$ cat config.mk
export PLATFORM = sky130hd
export DESIGN_NAME = mips_subset_instruction_executor
export DESIGN_NICKNAME = d
export VERILOG_FILES = /design/src/rtl/msie_pkg.sv /design/src/rtl/msie_ram.sv /design/src/rtl/msie_fifo.sv /design/src/rtl/msie_front.sv /design/src/rtl/msie_back.sv /design/src/rtl/mips_subset_instruction_executor.sv
export SDC_FILE = /design/constraint.sdc
export NUM_CORES = 2
export LEC_CHECK = 0
export BUFFER_PORTS_ARGS = -buffer_cell sky130_fd_sc_hd__clkbuf_2
export CELL_PAD_IN_SITES_DETAIL_PLACEMENT = 0
export CELL_PAD_IN_SITES_GLOBAL_PLACEMENT = 1
export CORE_ASPECT_RATIO = 0.6
export CORE_MARGIN = 1
export CORE_UTILIZATION = 30
export DETAILED_ROUTE_END_ITERATION = 10
export MAX_ROUTING_LAYER = met4
export PLACE_DENSITY = 0.5
export SYNTH_ARGS = -nofsm -noshare
export SYNTH_HDL_FRONTEND = slang
export SYNTH_SLANG_ARGS = --single-unit
export TNS_END_PERCENT = 20
$ cat constraint.sdc
create_clock -name i_clk -period 19.9 [get_ports i_clk]
set_input_delay 3.98 -clock i_clk [delete_from_list [all_inputs] [get_ports i_clk]]
set_output_delay 3.98 -clock i_clk [all_outputs]
set_load 0.1 [all_outputs]
$ cat src/rtl/msie_pkg.sv
// ----------------------------------------------------------------------------
// msie_pkg
// Shared types, codes and constants of the MIPS subset instruction executor.
// ----------------------------------------------------------------------------
package msie_pkg;

    localparam int unsigned XLEN      = 32;
    localparam int unsigned REG_COUNT = 32;
    localparam int unsigned REG_IDX_W = 5;

    localparam logic [XLEN-1:0] START_PC_RESET = 32'h0000_0000;
    localparam logic [XLEN-1:0] HALT_WORD      = 32'hFFFF_FFFF;
    localparam logic [XLEN-1:0] PC_STEP        = 32'd4;

    localparam int unsigned QUEUE_DEPTH_DEFAULT  = 4;
    localparam int unsigned RESULT_DEPTH_DEFAULT = 2;

    // Primary opcodes.
    localparam logic [5:0] OPC_RTYPE = 6'd0;
    localparam logic [5:0] OPC_J     = 6'd2;
    localparam logic [5:0] OPC_BEQ   = 6'd4;
    localparam logic [5:0] OPC_BNE   = 6'd5;
    localparam logic [5:0] OPC_ADDI  = 6'd8;
    localparam logic [5:0] OPC_SLTI  = 6'd10;
    localparam logic [5:0] OPC_NOP   = 6'd63;

    // R-type function codes.
    localparam logic [5:0] FN_SLL = 6'd0;
    localparam logic [5:0] FN_SRL = 6'd2;
    localparam logic [5:0] FN_ADD = 6'd32;
    localparam logic [5:0] FN_SUB = 6'd34;
    localparam logic [5:0] FN_SLT = 6'd42;

    // Operation selector of an input request.
    localparam logic OP_EXECUTE = 1'b0;
    localparam logic OP_RESTART = 1'b1;

    typedef enum logic [1:0] {
        ST_EXECUTED  = 2'd0,
        ST_UNKNOWN   = 2'd1,
        ST_HALT_NOW  = 2'd2,
        ST_IGNORED   = 2'd3
    } t_status;

    // Instruction class found by the front end.
    typedef enum logic [3:0] {
        K_RESTART = 4'd0,
        K_HALT    = 4'd1,
        K_RTYPE   = 4'd2,
        K_ADDI    = 4'd3,
        K_SLTI    = 4'd4,
        K_BEQ     = 4'd5,
        K_BNE     = 4'd6,
        K_JUMP    = 4'd7,
        K_NOP     = 4'd8,
        K_UNKNOWN = 4'd9
    } t_kind;

    typedef struct packed {
        logic            operation;
        logic [XLEN-1:0] instruction;
        logic [4:0]      read_index;
    } t_in_item;

    typedef struct packed {
        logic [XLEN-1:0] next_pc;
        t_status         status;
        logic            wrote_register;
        logic [4:0]      dest_index;
        logic [XLEN-1:0] dest_value;
        logic [XLEN-1:0] read_value;
    } t_out_item;

    // Decoded request handed from the front end to the back end.
    typedef struct packed {
        t_kind           kind;
        logic [4:0]      rs;
        logic [4:0]      rt;
        logic [4:0]      rd;
        logic [4:0]      shamt;
        logic [5:0]      funct;
        logic [XLEN-1:0] imm;
        logic [25:0]     target;
        logic [4:0]      read_index;
    } t_dec;

    // Split an instruction word into its fields and classify it.
    function automatic t_dec classify(input t_in_item item);
        t_dec       d;
        logic [5:0] opc;
        opc          = item.instruction[31:26];
        d.rs         = item.instruction[25:21];
        d.rt         = item.instruction[20:16];
        d.rd         = item.instruction[15:11];
        d.shamt      = item.instruction[10:6];
        d.funct      = item.instruction[5:0];
        d.imm        = {{16{item.instruction[15]}}, item.instruction[15:0]};
        d.target     = item.instruction[25:0];
        d.read_index = item.read_index;
        if (item.operation == OP_RESTART) begin
            d.kind = K_RESTART;
        end else if (item.instruction == HALT_WORD) begin
            d.kind = K_HALT;
        end else begin
            case (opc)
                OPC_RTYPE: d.kind = K_RTYPE;
                OPC_ADDI:  d.kind = K_ADDI;
                OPC_SLTI:  d.kind = K_SLTI;
                OPC_BEQ:   d.kind = K_BEQ;
                OPC_BNE:   d.kind = K_BNE;
                OPC_J:     d.kind = K_JUMP;
                OPC_NOP:   d.kind = K_NOP;
                default:   d.kind = K_UNKNOWN;
            endcase
        end
        return d;
    endfunction

endpackage

$ cat src/rtl/msie_ram.sv
// ----------------------------------------------------------------------------
// msie_ram
// Generic RAM: one write port and NREAD read ports, read data registered.
// ----------------------------------------------------------------------------
module msie_ram #(
    parameter int unsigned WIDTH = 32,
    parameter int unsigned DEPTH = 32,
    parameter int unsigned NREAD = 1,
    localparam int unsigned AW   = (DEPTH > 1) ? $clog2(DEPTH) : 1
) (
    input  logic             i_clk,
    input  logic             i_we,
    input  logic [AW-1:0]    i_waddr,
    input  logic [WIDTH-1:0] i_wdata,
    input  logic             i_re,
    input  logic [AW-1:0]    i_raddr [NREAD],
    output logic [WIDTH-1:0] o_rdata [NREAD]
);

    logic [WIDTH-1:0] r_mem [DEPTH];

    // Write port.
    always_ff @(posedge i_clk) begin
        if (i_we) begin
            r_mem[i_waddr] <= i_wdata;
        end
    end

    // Registered read ports; a read at the written address returns old data.
    always_ff @(posedge i_clk) begin
        if (i_re) begin
            for (int p = 0; p < NREAD; p++) begin
                o_rdata[p] <= r_mem[i_raddr[p]];
            end
        end
    end

endmodule

$ cat src/rtl/msie_fifo.sv
// ----------------------------------------------------------------------------
// msie_fifo
// Small register-based first-in first-out queue with a combinational head.
// ----------------------------------------------------------------------------
module msie_fifo #(
    parameter int unsigned WIDTH = 8,
    parameter int unsigned DEPTH = 2,
    localparam int unsigned PTR_W = (DEPTH > 1) ? $clog2(DEPTH) : 1,
    localparam int unsigned CNT_W = $clog2(DEPTH + 1)
) (
    input  logic             i_clk,
    input  logic             i_rst_n,
    input  logic             i_push,
    input  logic [WIDTH-1:0] i_data,
    output logic             o_full,
    input  logic             i_pop,
    output logic             o_empty,
    output logic [WIDTH-1:0] o_data
);

    logic [WIDTH-1:0] r_mem [DEPTH];
    logic [PTR_W-1:0] r_wr_ptr, n_wr_ptr;
    logic [PTR_W-1:0] r_rd_ptr, n_rd_ptr;
    logic [CNT_W-1:0] r_count, n_count;
    logic             push_ok;
    logic             pop_ok;

    assign o_full  = (r_count == CNT_W'(DEPTH));
    assign o_empty = (r_count == '0);
    assign o_data  = r_mem[r_rd_ptr];
    assign push_ok = i_push && !o_full;
    assign pop_ok  = i_pop && !o_empty;

    // Pointer and fill count update.
    always_comb begin
        n_wr_ptr = r_wr_ptr;
        n_rd_ptr = r_rd_ptr;
        n_count  = r_count;
        if (push_ok) begin
            n_wr_ptr = (r_wr_ptr == PTR_W'(DEPTH - 1)) ? '0 : r_wr_ptr + 1'b1;
        end
        if (pop_ok) begin
            n_rd_ptr = (r_rd_ptr == PTR_W'(DEPTH - 1)) ? '0 : r_rd_ptr + 1'b1;
        end
        case ({push_ok, pop_ok})
            2'b10:   n_count = r_count + 1'b1;
            2'b01:   n_count = r_count - 1'b1;
            default: n_count = r_count;
        endcase
    end

    always_ff @(posedge i_clk) begin
        if (!i_rst_n) begin
            r_wr_ptr <= '0;
            r_rd_ptr <= '0;
            r_count  <= '0;
        end else begin
            r_wr_ptr <= n_wr_ptr;
            r_rd_ptr <= n_rd_ptr;
            r_count  <= n_count;
        end
    end

    // Entry storage.
    always_ff @(posedge i_clk) begin
        if (push_ok) begin
            r_mem[r_wr_ptr] <= i_data;
        end
    end

endmodule

$ cat src/rtl/msie_front.sv
// ----------------------------------------------------------------------------
// msie_front
// Front end: accepts input requests, classifies them and hands them to the
// decoupling queue.
// ----------------------------------------------------------------------------
module msie_front (
    input  logic               i_clk,
    input  logic               i_rst_n,
    input  logic               i_push,
    input  msie_pkg::t_in_item i_item,
    output logic               o_full,
    output logic               o_q_push,
    output msie_pkg::t_dec     o_q_data,
    input  logic               i_q_full
);

    logic           r_valid;
    msie_pkg::t_dec r_dec;
    logic           take;

    // The stage frees up whenever its request moves into the queue.
    assign o_q_push = r_valid;
    assign o_q_data = r_dec;
    assign o_full   = r_valid && i_q_full;
    assign take     = i_push && !o_full;

    always_ff @(posedge i_clk) begin
        if (!i_rst_n) begin
            r_valid <= 1'b0;
        end else if (take) begin
            r_valid <= 1'b1;
        end else if (!i_q_full) begin
            r_valid <= 1'b0;
        end
    end

    // Decoded request register.
    always_ff @(posedge i_clk) begin
        if (take) begin
            r_dec <= msie_pkg::classify(i_item);
        end
    end

endmodule

$ cat src/rtl/msie_back.sv
// ----------------------------------------------------------------------------
// msie_back
// Back end: reads the register file, executes one decoded request per cycle
// unless the result queue is full, updates PC and halt flag, pushes the result.
// ----------------------------------------------------------------------------
module msie_back (
    input  logic                  i_clk,
    input  logic                  i_rst_n,
    input  logic [31:0]           i_start_pc,
    input  logic                  i_q_empty,
    input  msie_pkg::t_dec        i_q_data,
    output logic                  o_q_pop,
    input  logic                  i_out_full,
    output logic                  o_out_push,
    output msie_pkg::t_out_item   o_out_data
);

    localparam int unsigned DEPTH = msie_pkg::REG_COUNT;
    localparam int unsigned AW    = msie_pkg::REG_IDX_W;

    // Execute stage and architectural state.
    logic              r_s_valid;
    msie_pkg::t_dec    r_s;
    logic [31:0]       r_pc, n_pc;
    logic              r_halted, n_halted;
    logic [DEPTH-1:0]  r_written;
    logic              r_va, r_vb, r_vr;
    logic              r_lw_valid;
    logic [AW-1:0]     r_lw_idx;
    logic [31:0]       r_lw_val;

    logic              commit;
    logic              pop;
    logic [AW-1:0]     ops_addr [2];
    logic [31:0]       ops_data [2];
    logic [AW-1:0]     rd_addr  [1];
    logic [31:0]       rd_data  [1];

    logic [31:0]       a, b, rv;
    logic [31:0]       pc4, br_target;
    logic              wr, wr_eff;
    logic [AW-1:0]     dix;
    logic [31:0]       dval;
    msie_pkg::t_status status;

    // Newest write wins over data read before it landed; unwritten reads zero.
    function automatic logic [31:0] fwd(input logic [AW-1:0] idx,
                                        input logic [31:0]   ram_val,
                                        input logic          written,
                                        input logic          lw_valid,
                                        input logic [AW-1:0] lw_idx,
                                        input logic [31:0]   lw_val);
        logic [31:0] v;
        if (lw_valid && lw_idx == idx) begin
            v = lw_val;
        end else if (written) begin
            v = ram_val;
        end else begin
            v = '0;
        end
        return v;
    endfunction

    assign commit     = r_s_valid && !i_out_full;
    assign pop        = !i_q_empty && (!r_s_valid || commit);
    assign o_q_pop    = pop;
    assign o_out_push = commit;

    assign ops_addr[0] = i_q_data.rs;
    assign ops_addr[1] = i_q_data.rt;
    assign rd_addr[0]  = i_q_data.read_index;

    // Operand copy of the register file.
    msie_ram #(
        .WIDTH (32),
        .DEPTH (DEPTH),
        .NREAD (2)
    ) u_ram_ops (
        .i_clk   (i_clk),
        .i_we    (commit && wr_eff),
        .i_waddr (dix),
        .i_wdata (dval),
        .i_re    (pop),
        .i_raddr (ops_addr),
        .o_rdata (ops_data)
    );

    // Report copy of the register file.
    msie_ram #(
        .WIDTH (32),
        .DEPTH (DEPTH),
        .NREAD (1)
    ) u_ram_rd (
        .i_clk   (i_clk),
        .i_we    (commit && wr_eff),
        .i_waddr (dix),
        .i_wdata (dval),
        .i_re    (pop),
        .i_raddr (rd_addr),
        .o_rdata (rd_data)
    );

    // Execute.
    always_comb begin
        a = fwd(r_s.rs, ops_data[0], r_va, r_lw_valid, r_lw_idx, r_lw_val);
        b = fwd(r_s.rt, ops_data[1], r_vb, r_lw_valid, r_lw_idx, r_lw_val);
        rv = fwd(r_s.read_index, rd_data[0], r_vr, r_lw_valid, r_lw_idx, r_lw_val);
        pc4       = r_pc + msie_pkg::PC_STEP;
        br_target = pc4 + {r_s.imm[29:0], 2'b00};
        status    = msie_pkg::ST_EXECUTED;
        wr        = 1'b0;
        dix       = '0;
        dval      = '0;
        n_pc      = pc4;
        n_halted  = r_halted;

        if (r_s.kind == msie_pkg::K_RESTART) begin
            n_pc     = i_start_pc;
            n_halted = 1'b0;
        end else if (r_halted) begin
            status = msie_pkg::ST_IGNORED;
            n_pc   = r_pc;
        end else begin
            case (r_s.kind)
                msie_pkg::K_HALT: begin
                    status   = msie_pkg::ST_HALT_NOW;
                    n_halted = 1'b1;
                end
                msie_pkg::K_RTYPE: begin
                    dix = r_s.rd;
                    wr  = 1'b1;
                    case (r_s.funct)
                        msie_pkg::FN_ADD: dval = a + b;
                        msie_pkg::FN_SUB: dval = a - b;
                        msie_pkg::FN_SLL: dval = b << r_s.shamt;
                        msie_pkg::FN_SRL: dval = b >> r_s.shamt;
                        msie_pkg::FN_SLT: dval = {31'd0, $signed(a) < $signed(b)};
                        default:          wr   = 1'b0;
                    endcase
                end
                msie_pkg::K_ADDI: begin
                    dix  = r_s.rt;
                    wr   = 1'b1;
                    dval = a + r_s.imm;
                end
                msie_pkg::K_SLTI: begin
                    dix  = r_s.rt;
                    wr   = 1'b1;
                    dval = {31'd0, $signed(a) < $signed(r_s.imm)};
                end
                msie_pkg::K_BEQ: begin
                    if (a == b) begin
                        n_pc = br_target;
                    end
                end
                msie_pkg::K_BNE: begin
                    if (a != b) begin
                        n_pc = br_target;
                    end
                end
                msie_pkg::K_JUMP: begin
                    n_pc = {pc4[31:28], r_s.target, 2'b00};
                end
                msie_pkg::K_NOP: begin
                    n_pc = pc4;
                end
                default: begin
                    status = msie_pkg::ST_UNKNOWN;
                end
            endcase
        end

        // Register zero is never written.
        wr_eff = wr && (dix != '0);
        if (!wr_eff) begin
            dix  = '0;
            dval = '0;
        end

        o_out_data.next_pc        = n_pc;
        o_out_data.status         = status;
        o_out_data.wrote_register = wr_eff;
        o_out_data.dest_index     = dix;
        o_out_data.dest_value     = dval;
        o_out_data.read_value     = (wr_eff && dix == r_s.read_index) ? dval : rv;
    end

    // Control and architectural state.
    always_ff @(posedge i_clk) begin
        if (!i_rst_n) begin
            r_s_valid  <= 1'b0;
            r_pc       <= msie_pkg::START_PC_RESET;
            r_halted   <= 1'b0;
            r_written  <= '0;
            r_lw_valid <= 1'b0;
        end else begin
            if (pop) begin
                r_s_valid <= 1'b1;
            end else if (commit) begin
                r_s_valid <= 1'b0;
            end
            if (commit) begin
                r_pc     <= n_pc;
                r_halted <= n_halted;
                if (wr_eff) begin
                    r_written[dix] <= 1'b1;
                    r_lw_valid     <= 1'b1;
                end
            end
        end
    end

    // Stage payload, written-flags sampled with the read, last write.
    always_ff @(posedge i_clk) begin
        if (pop) begin
            r_s  <= i_q_data;
            r_va <= r_written[i_q_data.rs];
            r_vb <= r_written[i_q_data.rt];
            r_vr <= r_written[i_q_data.read_index];
        end
        if (commit && wr_eff) begin
            r_lw_idx <= dix;
            r_lw_val <= dval;
        end
    end

endmodule

$ cat src/rtl/mips_subset_instruction_executor.sv
// ----------------------------------------------------------------------------
// mips_subset_instruction_executor
// Executes one MIPS subset instruction word per request against 32 general
// registers and a program counter.
// ----------------------------------------------------------------------------
// Usage:
//   Input queue: drive i_item and raise push; the request is taken on a clock
//   edge where push is high and full is low. Each request either executes
//   the instruction word at the current PC or restarts at the start address.
//   Result queue: while empty is low, o_result holds the oldest result; raise
//   pop to take it. Every request yields exactly one result, in order.
//   Configuration: i_cfg_we writes i_cfg_wdata into the start address
//   register; write it only while no request is in flight.
//   Throughput is one request per cycle while the result queue has room: the
//   register file is read from a queue head as the request is popped, and the
//   newest write is forwarded into execute.
//   When the receiver stops popping, the result queue, the execute stage, the
//   decoupling queue and the front register fill in turn before full rises.
//   Reset clears all registers to zero, the PC to zero and the halt flag, and
//   empties both queues; the start address resets to zero.
// ----------------------------------------------------------------------------
module mips_subset_instruction_executor #(
    parameter int unsigned QUEUE_DEPTH  = msie_pkg::QUEUE_DEPTH_DEFAULT,
    parameter int unsigned RESULT_DEPTH = msie_pkg::RESULT_DEPTH_DEFAULT
) (
    input  logic                i_clk,
    input  logic                i_rst_n,
    input  logic                push,
    input  msie_pkg::t_in_item  i_item,
    output logic                full,
    input  logic                pop,
    output logic                empty,
    output msie_pkg::t_out_item o_result,
    input  logic                i_cfg_we,
    input  logic [31:0]         i_cfg_wdata
);

    localparam int unsigned DEC_W = $bits(msie_pkg::t_dec);
    localparam int unsigned OUT_W = $bits(msie_pkg::t_out_item);

    logic [31:0]         r_start_addr;
    logic                fq_push, fq_full, fq_pop, fq_empty;
    msie_pkg::t_dec      fq_in, fq_out;
    logic                rq_push, rq_full;
    msie_pkg::t_out_item rq_in;

    // Start address register.
    always_ff @(posedge i_clk) begin
        if (!i_rst_n) begin
            r_start_addr <= msie_pkg::START_PC_RESET;
        end else begin
            if (i_cfg_we) begin
                r_start_addr <= i_cfg_wdata;
            end
        end
    end

    msie_front u_front (
        .i_clk    (i_clk),
        .i_rst_n  (i_rst_n),
        .i_push   (push),
        .i_item   (i_item),
        .o_full   (full),
        .o_q_push (fq_push),
        .o_q_data (fq_in),
        .i_q_full (fq_full)
    );

    // Decoupling queue between decode and execute.
    msie_fifo #(
        .WIDTH (DEC_W),
        .DEPTH (QUEUE_DEPTH)
    ) u_dec_queue (
        .i_clk   (i_clk),
        .i_rst_n (i_rst_n),
        .i_push  (fq_push),
        .i_data  (fq_in),
        .o_full  (fq_full),
        .i_pop   (fq_pop),
        .o_empty (fq_empty),
        .o_data  (fq_out)
    );

    msie_back u_back (
        .i_clk      (i_clk),
        .i_rst_n    (i_rst_n),
        .i_start_pc (r_start_addr),
        .i_q_empty  (fq_empty),
        .i_q_data   (fq_out),
        .o_q_pop    (fq_pop),
        .i_out_full (rq_full),
        .o_out_push (rq_push),
        .o_out_data (rq_in)
    );

    // Result queue toward the receiver.
    msie_fifo #(
        .WIDTH (OUT_W),
        .DEPTH (RESULT_DEPTH)
    ) u_result_queue (
        .i_clk   (i_clk),
        .i_rst_n (i_rst_n),
        .i_push  (rq_push),
        .i_data  (rq_in),
        .o_full  (rq_full),
        .i_pop   (pop),
        .o_empty (empty),
        .o_data  (o_result)
    );

endmodule

**Word-level counts from Yosys, hierarchy flattened**

Memories as Yosys holds them, arrays and structs flattened. A register that Yosys moved wholly into a read port is not among the register bits.
Cells that the tools add are included.
Widths: inputs -> output; s select.

- Shift operators: 2
- Bitwise operators: 1
- Add/subtract/negate cells: 13
- Order comparisons: 7
- Equality and inequality tests: 34
- Multiplexer cells: 61
- Reduce and logical (&&, ||, !) cells: 36

Operators by type and width:

| cell | number |
|---|---|
| $mux 32 | 14 |
| $pmux 32 s3 | 2 |
| $pmux 32 s5 | 1 |
| $add 32x32->32 | 3 |
| $lt 32x32->1 | 2 |
| $add 32x3->32 const B | 1 |
| $eq 32x32->1 | 1 |
| $eq 32x32->1 const B | 1 |
| $ne 32x32->1 | 1 |
| $or 32x32->32 | 1 |
| $shl 32x5->32 | 1 |
| $shr 32x5->32 | 1 |
| $sub 32x32->32 | 1 |
| $pmux 4 s7 | 1 |
| $mux 1 | 25 |
| $eq 6x6->1 const B | 4 |
| $lt 5x6->1 const B | 4 |
| $eq 5x5->1 | 4 |
| $eq 4x3->1 const B | 4 |
| $bmux 1 s5 | 3 |
| $logic_and 1x1->1 | 15 |
| $mux 5 | 3 |
| $eq 6x2->1 const B | 2 |
| $eq 6x3->1 const B | 2 |
| other kinds (32) | 57 |

- Memory bits (writable): 2628
- Bits in registers: 321
- Memories: 4

Memory list:

| memory | words | width | read ports | clocked after memory_dff | write ports | RTL line | source |
|---|---|---|---|---|---|---|---|
| u_back.u_ram_ops.r_mem | 32 | 32 | 2 | 2 | 1 | msie_ram.sv:20 | `logic [WIDTH-1:0] r_mem [DEPTH];` |
| u_back.u_ram_rd.r_mem | 32 | 32 | 1 | 1 | 1 | msie_ram.sv:20 |  |
| u_dec_queue.r_mem | 4 | 93 | 1 | 1 | 1 | msie_fifo.sv:21 | `logic [WIDTH-1:0] r_mem [DEPTH];` |
| u_result_queue.r_mem | 2 | 104 | 1 | 1 | 1 | msie_fifo.sv:21 |  |

**Longest topological paths before layout**

- Word-level depth: 13
- Gate-level depth with buffers: 23

**By module**

Synthesis repeated with hierarchy kept, for this count alone.

- Cell total of the unflattened synthesis: 9874
- Area total of the unflattened synthesis: 140578.6 um^2

By module, submodules not included:

| module | cells an instance | area an instance (um^2) | seq. area each (um^2) | instances |
|---|---|---|---|---|
| msie_ram (u_back.u_ram_ops) | 3450 | 50711.1 | 32671.3 | 1 |
| msie_ram (u_back.u_ram_rd) | 2260 | 40805.4 | 31710.4 | 1 |
| msie_back | 3045 | 24453.5 | 5335.1 | 1 |
| msie_fifo (u_dec_queue) | 541 | 13905.8 | 11350.9 | 1 |
| msie_fifo (u_result_queue) | 350 | 7752.4 | 6346.1 | 1 |
| msie_front | 125 | 1706.6 | 1071.0 | 1 |
| mips_subset_instruction_executor | 103 | 1243.7 | 640.6 | 1 |

**Worst setup path after synthesis**

Ideal clock, no wire load.

- Kind: flip-flop to flip-flop
- Start point: register u_result_queue.r_count[0]
- End point: register u_dec_queue.r_count[2]
- Stages on the path, launching flop included: 9
- Setup slack: 11.367 ns
- Library setup time: 0.071 ns
- Period minus slack after synthesis: 8.533 ns
- Data arrival time: 8.462 ns
- Path through: dfxtp_1 > nand3b_1 > nor2b_1 > ha_1 > inv_1 > fa_1 > xor2_1 > or3_1 > a21oi_1

- Longest elaborated chain between the ends: 8

Ends and longest elaborated chain:

| what | RTL line | source |
|---|---|---|
| from (decl) | msie_fifo.sv:24 | `logic [CNT_W-1:0] r_count, n_count;` |
| from (signal assigned) | msie_fifo.sv:60 | `r_count <= n_count;` |
| $eq 2x2->1 * | msie_fifo.sv:28 | `assign o_full = (r_count == CNT_W'(DEPTH));` |
| $logic_not 1->1 * | msie_back.sv:64 | `assign commit = r_s_valid && !i_out_full;` |
| $logic_and 1x1->1 * | msie_back.sv:64 |  |
| $logic_or 1x1->1 * | msie_back.sv:65 | `assign pop = !i_q_empty && (!r_s_valid \|\| commit);` |
| $logic_and 1x1->1 * | msie_back.sv:65 |  |
| via fq_pop | mips_subset_instruction_executor.sv:42 | `logic fq_push, fq_full, fq_pop, fq_empty;` |
| $logic_and 1x1->1 * | msie_fifo.sv:32 | `assign pop_ok = i_pop && !o_empty;` |
| $eq 2x1->1 / $eq 2x2->1 (equally long branches) | msie_fifo.sv:45 | `case ({push_ok, pop_ok})` |
| $pmux 3 s2 / $reduce_bool 2->1 (equally long branches) | n/a |  |
| to (signal assigned) | msie_fifo.sv:60 |  |
| to (decl) | msie_fifo.sv:24 |  |

The timed path passes the listed nets; every way through them passes the cells marked *.
A chain may end at the register's enable or synchronous reset.

==> summary.txt <==
Clock network
  – Number of buffers on the longest clock path: 4
  – CTS tree: built
  – Number of H-tree levels: 4
  – Clk root buf: sky130_fd_sc_hd__clkbuf_16
  – Number of setup buffers added after CTS: 0
  – Worst-skew pair later-pin latency: 0.87 ns
  – Clock-pin slew on the worst setup and hold paths: 0.06 ns
  – CTS-repair resized insts: 0
  – Number of CTS-inserted buffers: 178
  – TritonCTS Sinks: 1692
  – CTS Hold Buffers Added: 0

Final layout
  – Area growth from synthesis to layout: 13.4%
  – Most common cell after layout, fill and taps aside: sky130_fd_sc_hd__edfxtp_1
  – Commonest non-fill, non-tap cells in the layout: 1578 x sky130_fd_sc_hd__edfxtp_1, 1075 x sky130_fd_sc_hd__mux4_2, 379 x sky130_fd_sc_hd__nor2_1, 325 x sky130_fd_sc_hd__nand2_1, 225 x sky130_fd_sc_hd__a21oi_1
  – Post-layout nets: 6239
  – Proportion of layout cells with a drive suffix above 1: 33.9%
  – Fill cell count: 29600

Critical path
  – Worst setup EP type: register
  – Arrival time at the worst endpoint: 8.70 ns
  – Register-to-register setup slack: 11.80 ns
  – Number of cell instances on the worst register-to-register path: 21
  – Category of the critical setup timing path: reg2reg
  – Critical path startpoint category: register
  – WP data required: 20.49 ns
  – Worst-path maximum fanout: 35

Synth
  – Warning count from the yosys run: 0
  – Post-synth EDFFs: 1578
  – Gate count of the mapped netlist: 5822
  – Sequential element share of the synthesized area: 53.3%
  – Yosys reg bits: 1692
  – Primary flip-flop cell chosen by synthesis mapping: sky130_fd_sc_hd__edfxtp_1
  – Yosys top cell by area: sky130_fd_sc_hd__edfxtp_1
  – Synth Cell Area: 0.0931 mm^2
  – FFs w/ async S/R, synth: 0%
  – Share of the synthesized area in the top cell type: 50.9%
  – Synthesized area per cell: 16.0 um^2
  – Area contributors post-synth: sky130_fd_sc_hd__edfxtp_1 51%, sky130_fd_sc_hd__mux4_2 26%, sky130_fd_sc_hd__mux2_2 2.7%
  – Distinct cell type count of the synthesized netlist: 91

Global route
  – Number of antenna violations at the first check in global routing: 17
  – Global-route wire length before repair: 497000 um
  – Via count of the first global-routing pass: 58800
  – Overflow after GRT: 0
  – Largest net degree at the start of global routing: 122
  – Overall global routing resource usage: 23.3%

Pwr
  – Lkg Pwr: 30.8 nW
  – Power Density: 143 mW/mm^2
  – Total power of the final layout: 15.1 mW
  – Worst IR drop on VDD: 0.116 mV

Placement
  – DP HPWL: 234000 um
  – Post-Place Setup Slack: 12.21 ns
  – IO Port Bufs: 180
  – Routability congestion estimate: 1.00

STA
  – Clk_skew: 0.0621 ns
  – Final WS setup: 11.80 ns
  – Highest achievable clock rate: 123 MHz
  – Final setup violation count: 0
  – Worst hold slack: 0.467 ns
  – Setup repair after global routing missed its margin: false
  – Min cycle time layout: 8.10 ns
  – Final critical-path share of the clock period: 40.7%
  – Final sum of negative setup slack: 0 ns
  – Measured slew at the worst slew-check pin: 1.55 ns
  – Headroom to the max-slew limit: -3.41%
  – Number of pins with negative max-slew slack in the final report: 5
  – Final Hold Fails: 0

Floorplanning
  – Die area: 0.313 mm^2
  – Die Y: 434 um
  – Number of placement rows: 158
  – Die Wd: 721 um
  – Initial Utilization: 30.2%
  – Total core area: 0.309 mm^2
  – Top-Level Pins: 181

Routing
  – DR DRC count: 0
  – Vias per cell: 5.87
  – Wire per inst: 35.1 um
  – Number of iterations in the first detailed-routing pass: 6
  – ANT nets after route: 0
  – Number of DRC markers after the initial detailed-route iteration: 7691
  – Final wirelength: 361000 um
  – Routed via count: 60400

Outcome
  – Outcome: finished, violations left
  – Violated checks: max-capacitance violations, max-slew violations

Job
  – Reported max-cap violation count: 2

Min path
  – WHS Path Cells: 2
  – Hold/Removal Path Class: reg2reg
==> layout make-up <==
class / instances / area, um^2 / share of cell area [%]
diodes: 7 / 17.5 / 0.0166
inverters: 137 / 517 / 0.489
well taps: 4160 / 5200 / 4.93
flip-flops and latches: 1692 / 49700 / 47.0
clock buffers: 228 / 4780 / 4.52
multi-input cells: 3603 / 42000 / 39.8
clock inverters: 89 / 902 / 0.854
repair buffers: 384 / 2460 / 2.33
==> sequential cells by signal, indices dropped and copies added (netlist names), 2 cells and up, named ones only <==
| signal | cells |
|---|---|
| u_back.u_ram_rd.r_mem | 1024 |
| u_result_queue.r_mem | 208 |
| u_dec_queue.r_mem | 140 |
| u_back.u_ram_ops.o_rdata | 64 |
| u_back.r_s | 35 |
| u_front.o_q_data | 35 |
| r_start_addr | 32 |
| u_back.r_lw_val | 32 |
| u_back.r_pc | 32 |
| u_back.r_written | 32 |
| u_back.u_ram_rd.o_rdata | 32 |
| u_back.r_lw_idx | 5 |
| u_dec_queue.r_count | 3 |
| u_dec_queue.r_rd_ptr | 2 |
| u_dec_queue.r_wr_ptr | 2 |
| u_result_queue.r_count | 2 |
==> cells by family after synthesis <==
| logic type | after synthesis | synth area share, % |
|---|---|---|
| muxes | 1426 | 30.4 |
| other | 1 | 0.00403 |
| xor gates and xnor gates | 137 | 1.29 |
| buffers and inverters | 558 | 2.28 |
| and+or+nand+nor | 1045 | 4.94 |
| AOI/OAI and AO/OA | 795 | 5.47 |
| adders and majority gates | 168 | 2.30 |
| DFF | 1692 | 53.3 |
==> routing by layer <==
metal | routed length, um | GRT usage [%] | vias to the layer above
met5 | 0 | - | -
met4 | 7460 | 4.42 | 0
met3 | 33600 | 5.77 | 391
met2 | 148000 | 31.3 | 2993
met1 | 172000 | 35.5 | 32700
li1 | - | - | 24400
==> worst max-delay path, stage by stage, from the launching register on <==
cell                        delay, ns
sky130_fd_sc_hd__edfxtp_1        0.46
sky130_fd_sc_hd__xor2_1          0.20
sky130_fd_sc_hd__nor4_2          0.51
sky130_fd_sc_hd__nand3_4         0.39
sky130_fd_sc_hd__a21boi_0        0.91
sky130_fd_sc_hd__inv_1           0.43
sky130_fd_sc_hd__ha_1            0.37
sky130_fd_sc_hd__fa_1            0.45
sky130_fd_sc_hd__o21bai_1        0.26
sky130_fd_sc_hd__a2111oi_0       0.18
sky130_fd_sc_hd__o41ai_1         0.33
sky130_fd_sc_hd__buf_4           0.20
sky130_fd_sc_hd__nand3_1         0.34
sky130_fd_sc_hd__a21oi_1         0.30
sky130_fd_sc_hd__nor4b_1         0.10
sky130_fd_sc_hd__o31ai_1         0.79
sky130_fd_sc_hd__xnor2_1         0.20
sky130_fd_sc_hd__nor2_1          0.05
sky130_fd_sc_hd__o311ai_0        0.66
sky130_fd_sc_hd__nand2_1         0.15
sky130_fd_sc_hd__o21ai_2         0.11
sky130_fd_sc_hd__buf_4           0.39
==> final timing paths <==
path                  start                       endpoint
max          u_back.r_s[23]  u_back.u_ram_rd.r_mem[22][24]
min          u_back.r_pc[1]                 u_back.r_pc[1]
max reg2reg  u_back.r_s[23]  u_back.u_ram_rd.r_mem[22][24]
min reg2reg  u_back.r_pc[1]                 u_back.r_pc[1]
==> cell usage after synthesis, drive strengths merged (7+ instances only) <==
cell type  count
and3          27
a211oi        43
o211ai        19
o21a          19
mux2i        107
edfxtp      1578
nand4         23
o31ai         24
clkbuf       298
nor4          21
a21o          40
o21bai        23
and2          46
xnor2         94
a21boi         7
mux2         229
a221oi        36
mux4        1090
or3           15
a31oi         30
xor2          43
a211o          9
nor3          52
a21oi        225
a22oi         16
inv          132
o41ai         10
dfxtp        114
o22ai         38
nand2        325
nand2b        13
nor2         419
ha           163
nor2b         19
nand3         57
o21ai        181
or4           10
buf          123
==> power breakdown <==
group	switching, mW	internal (mW)
Sequential	0.289	4.32
Clock	1.49	1.91
Combinational	4.81	2.27
Total	6.59	8.49
==> metrics by stage <==
stage                     util [%]  std cells  cell area [um^2]
after floorplan                  -       5853             93200
after global placement        32.3       9976             99900
after detailed placement      32.3       9976             99900
after CTS                     34.2      10300            106000
after global routing          34.2      10300            106000
final                         34.2      10300            106000
Note: power is estimated with default switching activity, not from simulation.
